===== config.mk =====
export PLATFORM = sky130hd
export DESIGN_NAME = texture_mip_chain_size
export DESIGN_NICKNAME = d
export VERILOG_FILES = /design/src/design/tmcs_pkg.sv /design/src/design/tmcs_mul.sv /design/src/design/tmcs_dim.sv /design/src/design/texture_mip_chain_size.sv
export SDC_FILE = /design/constraint.sdc
export NUM_CORES = 1
export LEC_CHECK = 0
export ABC_CLOCK_PERIOD_IN_PS = 18300
export BUFFER_PORTS_ARGS = -buffer_cell sky130_fd_sc_hd__buf_2
export CORE_MARGIN = 2
export CORE_UTILIZATION = 60
export CTS_BUF_LIST = sky130_fd_sc_hd__clkbuf_8
export CTS_CLUSTER_DIAMETER = 100
export DETAILED_ROUTE_END_ITERATION = 8
export PLACE_DENSITY = 0.78
export SLEW_MARGIN = 15
export SYNTH_ARGS = -nofsm -noshare
export SYNTH_HDL_FRONTEND = slang
export SYNTH_SLANG_ARGS = --single-unit

===== constraint.sdc =====
create_clock -name i_clk -period 18.3 [get_ports i_clk]
set_input_delay 1.83 -clock i_clk [delete_from_list [all_inputs] [get_ports i_clk]]
set_output_delay 1.83 -clock i_clk [all_outputs]
set_load 0.005 [all_outputs]

===== src/design/tmcs_pkg.sv =====
// Package of the mipmap chain sizer: widths, sequencer states, operand struct
// and the bits-per-pixel table. Depends on nothing.
package tmcs_pkg;

    localparam int DIM_BITS     = 15;
    localparam int FORMAT_COUNT = 19;
    localparam int LVL_W        = 5;
    localparam int FMT_W        = 5;
    localparam int BPP_W        = 8;
    localparam int ACC_W        = 32;
    localparam int MUL_B_W      = 16;
    localparam int MUL_FULL_W   = ACC_W + MUL_B_W;
    localparam int BYTE_W       = ACC_W - 3;

    localparam logic [MUL_B_W-1:0] CUBE_FACES = MUL_B_W'(6);

    // Sequencer states: one pass of WH, D, ACC per level, then the format scale.
    typedef enum logic [2:0] {
        ST_IDLE,
        ST_WH,
        ST_D,
        ST_ACC,
        ST_BPP
    } t_state;

    // Operands of the shared multiplier.
    typedef struct packed {
        logic [ACC_W-1:0]   a;
        logic [MUL_B_W-1:0] b;
    } t_mul_req;

    // Bits per pixel of each format code; unknown codes give zero.
    function automatic logic [BPP_W-1:0] bpp_lookup(input logic [FMT_W-1:0] fmt);
        logic [BPP_W-1:0] bpp;
        case (fmt)
            5'd0, 5'd1, 5'd2:          bpp = 8'h08;
            5'd3, 5'd6, 5'd8, 5'd9:    bpp = 8'h10;
            5'd10, 5'd11:              bpp = 8'h20;
            5'd14:                     bpp = 8'h04;
            5'd15, 5'd16, 5'd17:       bpp = 8'h08;
            5'd18:                     bpp = 8'hFF;
            default:                   bpp = 8'h00;
        endcase
        if (32'(fmt) >= FORMAT_COUNT) begin
            bpp = 8'h00;
        end
        return bpp;
    endfunction

endpackage


===== src/design/tmcs_mul.sv =====
// Shared multiplier of the mipmap chain sizer: low word of a 32 x 16 product.
// Depends on tmcs_pkg.
module tmcs_mul (
    input  tmcs_pkg::t_mul_req          i_req,
    output logic [tmcs_pkg::ACC_W-1:0]  o_prod
);
    import tmcs_pkg::*;

    logic [MUL_FULL_W-1:0] full;

    // Full product, then wrap to the accumulator width.
    assign full   = MUL_FULL_W'(i_req.a) * MUL_FULL_W'(i_req.b);
    assign o_prod = full[ACC_W-1:0];

endmodule


===== src/design/tmcs_dim.sv =====
// Level dimension unit: shifts a base dimension down by the level index,
// clamps to one and optionally trims to a multiple of four. Depends on tmcs_pkg.
module tmcs_dim (
    input  logic [tmcs_pkg::DIM_BITS-1:0] i_base,
    input  logic [tmcs_pkg::LVL_W-1:0]    i_lvl,
    input  logic                          i_trim,
    output logic [tmcs_pkg::DIM_BITS-1:0] o_dim
);
    import tmcs_pkg::*;

    logic [DIM_BITS-1:0] shifted;
    logic [DIM_BITS-1:0] clamped;

    // Halve once per level; anything below two becomes one.
    assign shifted = i_base >> i_lvl;
    assign clamped = (shifted >= DIM_BITS'(2)) ? shifted : DIM_BITS'(1);

    // Block-compressed levels drop the two low bits.
    assign o_dim = i_trim ? (clamped & ~DIM_BITS'(3)) : clamped;

endmodule


===== src/design/texture_mip_chain_size.sv =====
// Mipmap chain sizer top level, built on tmcs_pkg, tmcs_dim and tmcs_mul.
// Operation: after the accepting edge, busy stays high through the WH, D and ACC states
// for each level on the shared multiplier and then the BPP format scale; the byte size
// is then strobed in the first idle cycle. The next start is taken at the edge that
// ends that cycle; no new descriptor is taken while busy.
// Reset (i_rst_n low, synchronous) returns to idle, no strobe; the receiver cannot stall.
module texture_mip_chain_size (
    input  logic                          i_clk,
    input  logic                          i_rst_n,
    input  logic                          start,
    output logic                          busy,
    input  logic [tmcs_pkg::DIM_BITS-1:0] i_tex_width,
    input  logic [tmcs_pkg::DIM_BITS-1:0] i_tex_height,
    input  logic [tmcs_pkg::DIM_BITS-1:0] i_tex_depth,
    input  logic [tmcs_pkg::LVL_W-1:0]    i_level_count,
    input  logic [tmcs_pkg::FMT_W-1:0]    i_pixel_format,
    input  logic                          i_is_compressed,
    input  logic                          i_is_cube,
    output logic                          o_valid,
    output logic [tmcs_pkg::BYTE_W-1:0]   o_byte_size
);
    import tmcs_pkg::*;

    t_state              r_state, n_state;
    logic [DIM_BITS-1:0] r_w, r_h, r_d;
    logic [LVL_W-1:0]    r_count;
    logic [FMT_W-1:0]    r_fmt;
    logic                r_comp, r_cube;
    logic [LVL_W-1:0]    r_lvl, n_lvl;
    logic [ACC_W-1:0]    r_prod, n_prod;
    logic [ACC_W-1:0]    r_sum, n_sum;
    logic                r_valid, n_valid;
    logic [BYTE_W-1:0]   r_bytes, n_bytes;

    logic [DIM_BITS-1:0] lw, lh, ld;
    t_mul_req            mul_req;
    logic [ACC_W-1:0]    mul_prod;
    logic                accept;

    assign accept = start && (r_state == ST_IDLE);

    // Dimensions of the current level.
    tmcs_dim u_dim_w (.i_base(r_w), .i_lvl(r_lvl), .i_trim(r_comp), .o_dim(lw));
    tmcs_dim u_dim_h (.i_base(r_h), .i_lvl(r_lvl), .i_trim(r_comp), .o_dim(lh));
    tmcs_dim u_dim_d (.i_base(r_d), .i_lvl(r_lvl), .i_trim(1'b0),   .o_dim(ld));

    // Shared multiplier, its operands picked by the sequencer state.
    tmcs_mul u_mul (.i_req(mul_req), .o_prod(mul_prod));

    // Descriptor capture on an accepted beat.
    always_ff @(posedge i_clk) begin
        if (accept) begin
            r_w     <= i_tex_width;
            r_h     <= i_tex_height;
            r_d     <= i_tex_depth;
            r_count <= i_level_count;
            r_fmt   <= i_pixel_format;
            r_comp  <= i_is_compressed;
            r_cube  <= i_is_cube;
        end
    end

    // State and datapath registers.
    always_ff @(posedge i_clk) begin
        if (!i_rst_n) begin
            r_state <= ST_IDLE;
            r_valid <= 1'b0;
        end else begin
            r_state <= n_state;
            r_valid <= n_valid;
        end
        r_lvl   <= n_lvl;
        r_prod  <= n_prod;
        r_sum   <= n_sum;
        r_bytes <= n_bytes;
    end

    // Sequencer: next state, multiplier operands and datapath updates.
    always_comb begin
        n_state   = r_state;
        n_lvl     = r_lvl;
        n_prod    = r_prod;
        n_sum     = r_sum;
        n_valid   = 1'b0;
        n_bytes   = r_bytes;
        mul_req.a = r_prod;
        mul_req.b = MUL_B_W'(ld);
        unique case (r_state)
            ST_IDLE: begin
                if (start) begin
                    n_lvl   = '0;
                    n_sum   = '0;
                    n_state = (i_level_count == '0) ? ST_BPP : ST_WH;
                end
            end
            ST_WH: begin
                mul_req.a = ACC_W'(lw);
                mul_req.b = MUL_B_W'(lh);
                n_prod    = mul_prod;
                n_state   = ST_D;
            end
            ST_D: begin
                mul_req.a = r_prod;
                mul_req.b = MUL_B_W'(ld);
                n_prod    = mul_prod;
                n_state   = ST_ACC;
            end
            ST_ACC: begin
                // Six faces for a cube map, then add the level into the sum.
                mul_req.a = r_prod;
                mul_req.b = CUBE_FACES;
                n_sum     = r_sum + (r_cube ? mul_prod : r_prod);
                n_lvl     = r_lvl + LVL_W'(1);
                n_state   = (r_lvl == r_count - LVL_W'(1)) ? ST_BPP : ST_WH;
            end
            ST_BPP: begin
                // Scale the texel total by bits per pixel and convert to bytes.
                mul_req.a = r_sum;
                mul_req.b = MUL_B_W'(bpp_lookup(r_fmt));
                n_bytes   = mul_prod[ACC_W-1:3];
                n_valid   = 1'b1;
                n_state   = ST_IDLE;
            end
            default: begin
                n_state = ST_IDLE;
            end
        endcase
    end

    assign busy        = (r_state != ST_IDLE);
    assign o_valid     = r_valid;
    assign o_byte_size = r_bytes;

endmodule


==> metrics, run 1 <==
status=complete, no violations; warnings from Yosys=0; first-pass GRT wire length=95.6 mm; I/O Pins=91; DP HPWL=45.2 mm; Top delay family on crit path=compound AO/OA/AOI/OAI gates; antenna violations before repair=1; number of enable flip-flop cells after synthesis=155; Reg2Reg Setup Slack=6.11 ns; largest area contributor in the netlist=fa_1; routed wire length=58.7 mm; Post-CTS Resized=0; largest net degree at the start of global routing=62; top cells by area, synth=fa_1 (27%), edfxtp_1 (22%), ha_1 (6.8%); TritonCTS clock tree=yes; Post-synth top cells=inv_1 (367), nand2_1 (310), fa_1 (289); slowest CP cell=edfxtp_1; Critical Path End Type=flop; Root Driver=clkbuf_8; port bufs=90; Tmin final=12.19 ns; nets=2739; Post-CTS Setup Repair Bufs=0; Worst EP required=18.68 ns; RD Place Congestion=0.959; critical path type=reg -> reg; Synth top area share=27.4%; worst hold path class=reg -> reg; RSZ-0062 raised after global routing=no; die width=192 um; Area Overhead vs Synth=6.03%; CP Launch Type=flop; Final Hold Fails=0; Initial DRT Pass Iterations=6; Arr. time, crit path=12.56 ns; top-count cell post-synth=inv_1; Hold Crit Depth=3; share of layout cells above drive strength 1=9.88%; via count=17000; slowest stage delay, CP=0.88 ns; worst path bufs/invs=3; Worst slew margin=16.2%; synth unique cells=78; worst slew pin tran=1.25 ns; max_cap viols=0; worst reg2reg path startpoint=r_lvl[0]; Crit Path Max Fanout=51; Post-synth top flop=edfxtp_1; post-synth net total=2708; fmax=82.1 MHz; GR Overflow Total=0; sequential share of the synthesized area=22.9%; chip height=192 um; CTS Hold Bufs=0; H-Tree Depth=4; Yosys reg bits=164; CTS max path bufs=2; Post-DRT Antenna Nets=0; Worst-Skew Late Latency=0.51 ns; Setup violations, final=0; vias in the first global route=18100; CTS clk-pin slew, worst paths=0.09 ns; ys async rst share=0%; drt initial violations=1829; mapped cell area=0.0211 mm^2; Filler cells=2731; Num Clock Sinks=164; R2R Path End=r_sum[31]; Vias/cell=6.18; Reg2Reg Depth=35; syn avg cell area=9.41 um^2; worst setup skew after layout=0.0165 ns; FP Rows=68; setup TNS=0 ns; GRT Overall Usage=34.1%; final worst-path cycle share=66.6%; CTS Buf Count=17; hold_sp=r_fmt[3]; DRC Markers=0; core box area=0.0346 mm^2; synthesized instance count=2244; Slew Limit Fails=0; starting density of the core=61.0%; average wire per standard cell=21.4 um; die area=0.0367 mm^2
==> registers in the layout, summed over array words and instances, names as in the netlist, 3 cells and up, named ones only <==
signal	count
r_w	15
o_byte_size	29
r_lvl	5
r_sum	32
r_count	5
r_d	15
r_fmt	5
r_h	15
r_prod	32
r_state	3
==> worst register-to-register path, delay by kind of cell (launching register included) <==
| family | cells | cell delay, ns |
|---|---|---|
| AOI/OAI and AO/OA | 17 | 5.21 |
| xor gates and xnor gates | 2 | 0.39 |
| adders and majority gates | 8 | 3.27 |
| buffers and inverters | 3 | 0.76 |
| DFF | 1 | 0.88 |
| muxes | 2 | 1.00 |
| and+or+nand+nor | 3 | 0.52 |
==> metrics by stage <==
stage / utilization, % / std cells / instance area, um^2 / hold WS (ns) / setup WS (ns)
after floorplan: - / 2244 / 21100 / 0.593 / 7.83
after global placement: 63.4 / 2711 / 22000 / 0.651 / 6.59
after detailed placement: 63.4 / 2711 / 22000 / 0.674 / 6.47
after global routing: 64.6 / 2743 / 22400 / 0.760 / 5.51
final: 64.6 / 2744 / 22400 / 0.713 / 6.11
after CTS: 64.6 / 2743 / 22400 / 0.698 / 6.28
==> placed cells by master (no fill, tap or decap), types with 15 or more instances in the layout <==
cell type and n:
buf_4 22, nor2b_1 17, xnor2_1 64, a21oi_1 77, mux2_2 43, a211oi_1 19
and3_1 15, clkbuf_8 17, nand2_1 310, fa_1 289, edfxtp_1 155, ha_1 115
o21ai_0 33, xor2_1 22, mux2i_1 41, nand3_1 26, nor2_1 222, buf_2 90
nor3_1 17, a21o_1 25, inv_1 368, and2_1 27, a22oi_1 21, a22o_1 17
nand2b_1 16
==> final cells by class <==
cell class	count	area, um^2	area share [%]
clock inverters	15	178	0.794
diodes	1	2.50	0.0112
multi-input cells	1609	14600	65.0
clock buffers	17	234	1.05
inverters	371	1390	6.22
flip-flops and latches	164	4830	21.6
well taps	455	569	2.54
repair buffers	112	616	2.75
==> cell families (layout without fill, tap and decap cells) <==
| group | Yosys count | count (layout) | share of synthesized area [%] |
|---|---|---|---|
| buffers and inverters | 471 | 515 | 8.57 |
| flip-flops | 164 | 164 | 22.9 |
| adder cells (fa/ha/maj) | 404 | 404 | 34.2 |
| AO/OA/AOI/OAI | 331 | 331 | 11.0 |
| XOR/XNOR | 89 | 89 | 3.89 |
| multiplexers | 96 | 96 | 5.52 |
| AND/OR/NAND/NOR | 689 | 689 | 13.9 |
| other | 0 | 1 | 0 |
==> metal layers <==
metal / global-route usage [%] / vias to the layer above / wire [um]
met5: 0 / - / 13
met4: 13.4 / 2 / 1990
met3: 8.22 / 158 / 6400
met2: 53.4 / 970 / 26800
met1: 46.1 / 8425 / 23500
li1: - / 7411 / -
==> worst max-delay path by stage <==
stage | start | end | slack (ns) | cells past startpoint
6_report | r_lvl[0] | r_sum[31] | 6.11 | 35
5_1_grt | r_lvl[0] | r_sum[31] | 5.51 | 35
4_1_cts | r_lvl[0] | r_sum[31] | 6.28 | 35
3_5_place_dp | r_lvl[0] | r_sum[31] | 6.47 | 35
3_3_place_gp | r_lvl[0] | r_sum[31] | 6.59 | 35
2_1_floorplan | r_state[1] | r_sum[26] | 7.83 | 38
Power of run 1 is not shown: default switching activity piles up to over one toggle a cycle in this logic, so the estimate is an artifact.
==> run 2, diff against run 1 <==
- ABC_CLOCK_PERIOD_IN_PS: 18300 -> 11000
- CORE_UTILIZATION: 60 -> 59
- PLACE_DENSITY: 0.78 -> 0.8
- clock period: 18.3 -> 11 ns (I/O delays scaled with it)
==> run 2 against run 1 <==
Effect of this change:
- non-clock buffer count up 56
- count of clock-buffer cells in the layout up 2
- global-route usage down 0.084 points
- sequential share of layout area down 0.46 points
==> metrics, run 2 (synthesis results as in run 1) <==
first-pass GRT wire length=96.2 mm (+0.66%); Reg2Reg Setup Slack=0.54 ns (-5.57 ns); R2R Path End=r_sum[31]; GRT Overall Usage=34.0% (-0.084 points); starting density of the core=59.6% (-1.3 points); fmax=95.6 MHz (+17%); Arr. time, crit path=10.80 ns (-1.76 ns); Num Clock Sinks=164 (unchanged); Hold Path End=r_state[0]; die area=0.0373 mm^2 (+1.7%); setup TNS=0 ns (unchanged); Reg2Reg Depth=41 (+17%); Top delay family on crit path=compound AO/OA/AOI/OAI gates; Final Hold Fails=0 (unchanged); worst hold path class=reg -> reg; TritonCTS clock tree=yes; I/O Pins=91 (unchanged); slowest stage delay, CP=0.52 ns (-0.36 ns); Hold Crit Depth=3 (unchanged); chip height=193 um (+0.83%); port bufs=90 (unchanged); CP Launch Type=flop; Crit Path Max Fanout=20 (-61%); hold_sp=r_state[0]; Post-DRT Antenna Nets=0 (unchanged); worst setup skew after layout=0.0216 ns (+0.00506 ns); H-Tree Depth=4 (unchanged); Worst-Skew Late Latency=0.50 ns (about the same); Initial DRT Pass Iterations=7 (+1); CP most frequent cell=fa_1; vias in the first global route=17900 (-0.81%); final worst-path cycle share=95.1% (+28 points); worst reg2reg path startpoint=r_lvl[0]; status=complete, no violations; RD Place Congestion=0.989 (+3.2%); antenna violations before repair=0 (-1); share of layout cells above drive strength 1=12.1% (+2.2 points); Slew Limit Fails=0 (unchanged); drt initial violations=2016 (+10%); Filler cells=2852 (+4.4%); worst slew pin tran=0.815 ns (-0.433 ns); Root Driver=clkbuf_8; critical path type=reg -> reg; worst path bufs/invs=4 (+1); CTS Buf Count=17 (unchanged); # diodes=0 (-1); fin util=64.6% (about the same); CP startpoint=r_lvl[0]; Area Overhead vs Synth=8.32%; hold slack=0.675 ns (-0.0387 ns); RSZ-0062 raised after global routing=no; DRC Markers=0 (unchanged); Vias/cell=6.10 (-1.4%); Critical Path End Type=flop; GR Overflow Total=0 (unchanged); die width=193 um (+0.83%); average wire per standard cell=21.3 um (-0.44%); slowest CP cell=fa_1; via count=17100 (+0.79%); Worst slew margin=45.6% (+29 points); CTS clk-pin slew, worst paths=0.08 ns (about the same); FP Rows=69 (+1.5%); DP HPWL=47.3 mm (+4.8%); routed wire length=59.7 mm (+1.8%); Setup violations, final=0 (unchanged); most common cell after layout, fill and taps aside=inv_1; CTS max path bufs=2 (unchanged); core box area=0.0354 mm^2 (+2.2%); largest net degree at the start of global routing=64 (+3.2%); commonest cells after routing, fill and taps aside=inv_1 (371), nand2_1 (310), fa_1 (289), nor2_1 (222), edfxtp_1 (155); max_cap viols=0 (unchanged); nets=2795 (+2.0%); Tmin final=10.46 ns (-1.73 ns); Worst EP required=11.34 ns (-7.34 ns)
==> run 2: changes by cell type in the layout (fill, tap and decap cells not counted), sizes merged <==
cell	previous run	this run
buf	112	168
clkbuf	17	19
clkinv	7	6
diode	1	0
inv	375	374
==> run 2: worst register-to-register path: cells and delay by family, from the launching register on <==
family / cells / cell delay [ns]
AOI/OAI and AO/OA: 19 / 4.39
adders and majority gates: 8 / 3.26
DFF: 1 / 0.41
muxes: 2 / 0.65
and+or+nand+nor: 7 / 1.05
xor gates and xnor gates: 1 / 0.13
buffers and inverters: 4 / 0.41
==> run 2: worst max-delay path by stage <==
stage / end / depth (start not counted) / slack [ns]
floorplan: r_sum[26] / 38 / 0.53
global placement: r_sum[31] / 41 / 0.47
detailed placement: r_sum[31] / 41 / 0.33
CTS: r_sum[31] / 41 / 0.26
global route: r_sum[31] / 43 / 0.02
finish: r_sum[31] / 41 / 0.54
==> run 2: repair_timing <==
action	in CTS	in global routing
endpoints found under the hold margin	0	0
endpoints found under the setup margin	0	7
setup buffers	0	3
hold buffers	0	0
resized for setup	0	15
==> run 2: final cells by class <==
cell class              count  area, um^2  area share, %
repair buffers            168        1080           4.73
inverters                 371        1400           6.10
clock buffers              19         262           1.14
clock inverters            13         144          0.629
multi-input cells        1609       14600           63.7
flip-flops and latches    164        4830           21.1
well taps                 461         577           2.52
==> run 2: per-stage QoR <==
| stage | worst slack, ns | cells | cell area (um^2) |
|---|---|---|---|
| detailed placement | 0.329 | 2770 | 22400 |
| CTS | 0.258 | 2802 | 22800 |
| floorplan | 0.534 | 2244 | 21100 |
| finish | 0.542 | 2805 | 22900 |
| global placement | 0.468 | 2770 | 22400 |
| global route | 0.0186 | 2805 | 22900 |
==> run 2: metal layers <==
metal | vias up | global-route usage (%) | share of wire [%]
met5 | - | 0 | 0
met4 | 0 | 12.5 | 3.4
met3 | 144 | 8.85 | 12
met2 | 1020 | 52.8 | 45
met1 | 8427 | 46.4 | 39
li1 | 7509 | - | -
Power of run 2 is left out for the same reason.
==> run 3, diff against run 2 <==
- GPL_TIMING_DRIVEN: not set -> 0
- RECOVER_POWER: not set -> 50
==> run 3 against run 2 <==
Effect of this change:
- critical path type unchanged
- the run now ends with capacitance limit, slew limit left
- cell area up 3.1%
- sequential cell count unchanged
- highest routed layer unchanged
- hold slack better by 0.0078 ns
- cell count up 1.9%
==> metrics, run 3 (synthesis results as in run 1) <==
starting density of the core=59.6% (unchanged); Placed Cells=2801 (+1.1%); slowest stage delay, CP=0.59 ns (+0.07 ns); worst slew pin tran=3.18 ns (+2.36 ns); RD Place Congestion=1.00 (+1.4%); slowest CP cell=nor2_1; I/O Pins=91 (unchanged); FP Rows=69 (unchanged); final worst-path cycle share=97.4% (+2.4 points); worst hold path class=reg -> reg; Worst slew margin=-114% (-160 points); drt initial violations=1815 (-10%); Area Overhead vs Synth=11.7%; Root Driver=clkbuf_8; max_cap viols=3 (+3); Num Clock Sinks=164 (unchanged); Tmin final=10.72 ns (+0.260 ns); Vias/cell=6.16 (+1.1%); hold_sp=r_fmt[2]; CP startpoint=r_state[1]; critical path type=reg -> reg; port bufs=90 (unchanged); Filler cells=2828 (-0.84%); H-Tree Depth=4 (unchanged); CTS clk-pin slew, worst paths=0.11 ns (+0.03 ns); chip height=193 um (unchanged); GR Overflow Total=0 (unchanged); Crit Path Max Fanout=10 (-50%); vias in the first global route=18100 (+1.1%); failing checks=capacitance limit, slew limit; share of layout cells above drive strength 1=14.3% (+2.2 points); Layout Cells excl Fill=2859 (+1.9%); DRC Markers=0 (unchanged); most common cell after layout, fill and taps aside=inv_1; CTS Hold Bufs=0 (unchanged); Initial DRT Pass Iterations=6 (-1); TritonCTS clock tree=yes; Slew Limit Fails=70 (+70); commonest cells after routing, fill and taps aside=inv_1 (367), nand2_1 (308), fa_1 (289), nor2_1 (220), edfxtp_1 (155); CP most frequent cell=fa_1; average wire per standard cell=22.8 um (+6.9%); nets=2849 (+1.9%); hold slack=0.682 ns (+0.00776 ns); CTS max path bufs=2 (unchanged); CTS Buf Count=17 (unchanged); Worst-Skew Late Latency=0.52 ns (+0.02 ns); Critical Path End Type=flop; CP Launch Type=flop; Post-DRT Antenna Nets=0 (unchanged); Setup violations, final=0 (unchanged); setup TNS=0 ns (unchanged); largest net degree at the start of global routing=31 (-52%); first-pass GRT wire length=101 mm (+5.0%); Arr. time, crit path=11.08 ns (+0.28 ns); routed wire length=65.1 mm (+9.0%); antenna violations before repair=2 (+2); Final Hold Fails=0 (unchanged); die area=0.0373 mm^2 (unchanged); GRT Overall Usage=36.5% (+2.4 points); DP HPWL=51.6 mm (+9.1%); Worst EP required=11.36 ns (+0.02 ns); core box area=0.0354 mm^2 (unchanged); worst reg2reg path startpoint=r_state[1]; worst setup skew after layout=0.0211 ns (-0.000478 ns); status=finished with violations; # diodes=0 (unchanged); fmax=93.3 MHz (-2.4%); die width=193 um (unchanged); via count=17600 (+3.0%)
## run 3: per-layer routing
metal,global-route usage [%],vias to the layer above,share of wire [%]
li1,-,7622,-
met1,50.2,8793,40
met2,55.9,1041,45
met3,8.02,161,10
met4,15.8,0,4.4
met5,0,-,0
## run 3: final cells by class
type / count / area [um^2] / share of cell area [%]
timing repair buffer: 130 / 773 / 3.28
clock inverter: 15 / 178 / 0.754
inverter: 371 / 1400 / 5.92
multi-input combinational: 1609 / 15100 / 63.9
buffer: 92 / 513 / 2.18
sequential: 164 / 4830 / 20.5
tap: 461 / 577 / 2.45
clock buffer: 17 / 234 / 0.992
## run 3: worst paths after layout
kind              slack (ns)  cells past startpoint        end
setup / recovery        0.28                     41  r_sum[31]
hold / removal          0.68                      2       flop
setup reg to reg        0.28                     41  r_sum[31]
hold reg to reg         0.68                      2       flop
## run 3: repair_timing
| item | CTS | global route |
|---|---|---|
| setup buffers | 10 | 24 |
| setup endpoints to repair | 17 | 12 |
| pin swaps | 7 | 27 |
| gates cloned | 0 | 0 |
| gates resized for setup | 69 | 138 |
## run 3: stage by stage
stage               setup WS, ns  instance area (um^2)  util (%)
floorplan                  0.534                 21100         -
global placement           -2.86                 22100      62.5
detailed placement         -1.79                 22300      63.0
CTS                      0.00640                 23000      65.1
global route             -0.0649                 23600      66.6
finish                     0.282                 23600      66.6
## run 3: critical path, delay by kind of cell, from the launching register on
| family | cells | cell delay (ns) |
|---|---|---|
| adders and majority gates | 8 | 3.69 |
| AOI/OAI and AO/OA | 14 | 2.62 |
| and+or+nand+nor | 8 | 1.98 |
| buffers and inverters | 8 | 1.18 |
| DFF | 1 | 0.46 |
| xor gates and xnor gates | 2 | 0.40 |
| muxes | 1 | 0.21 |
Power of run 3 is left out for the same reason.
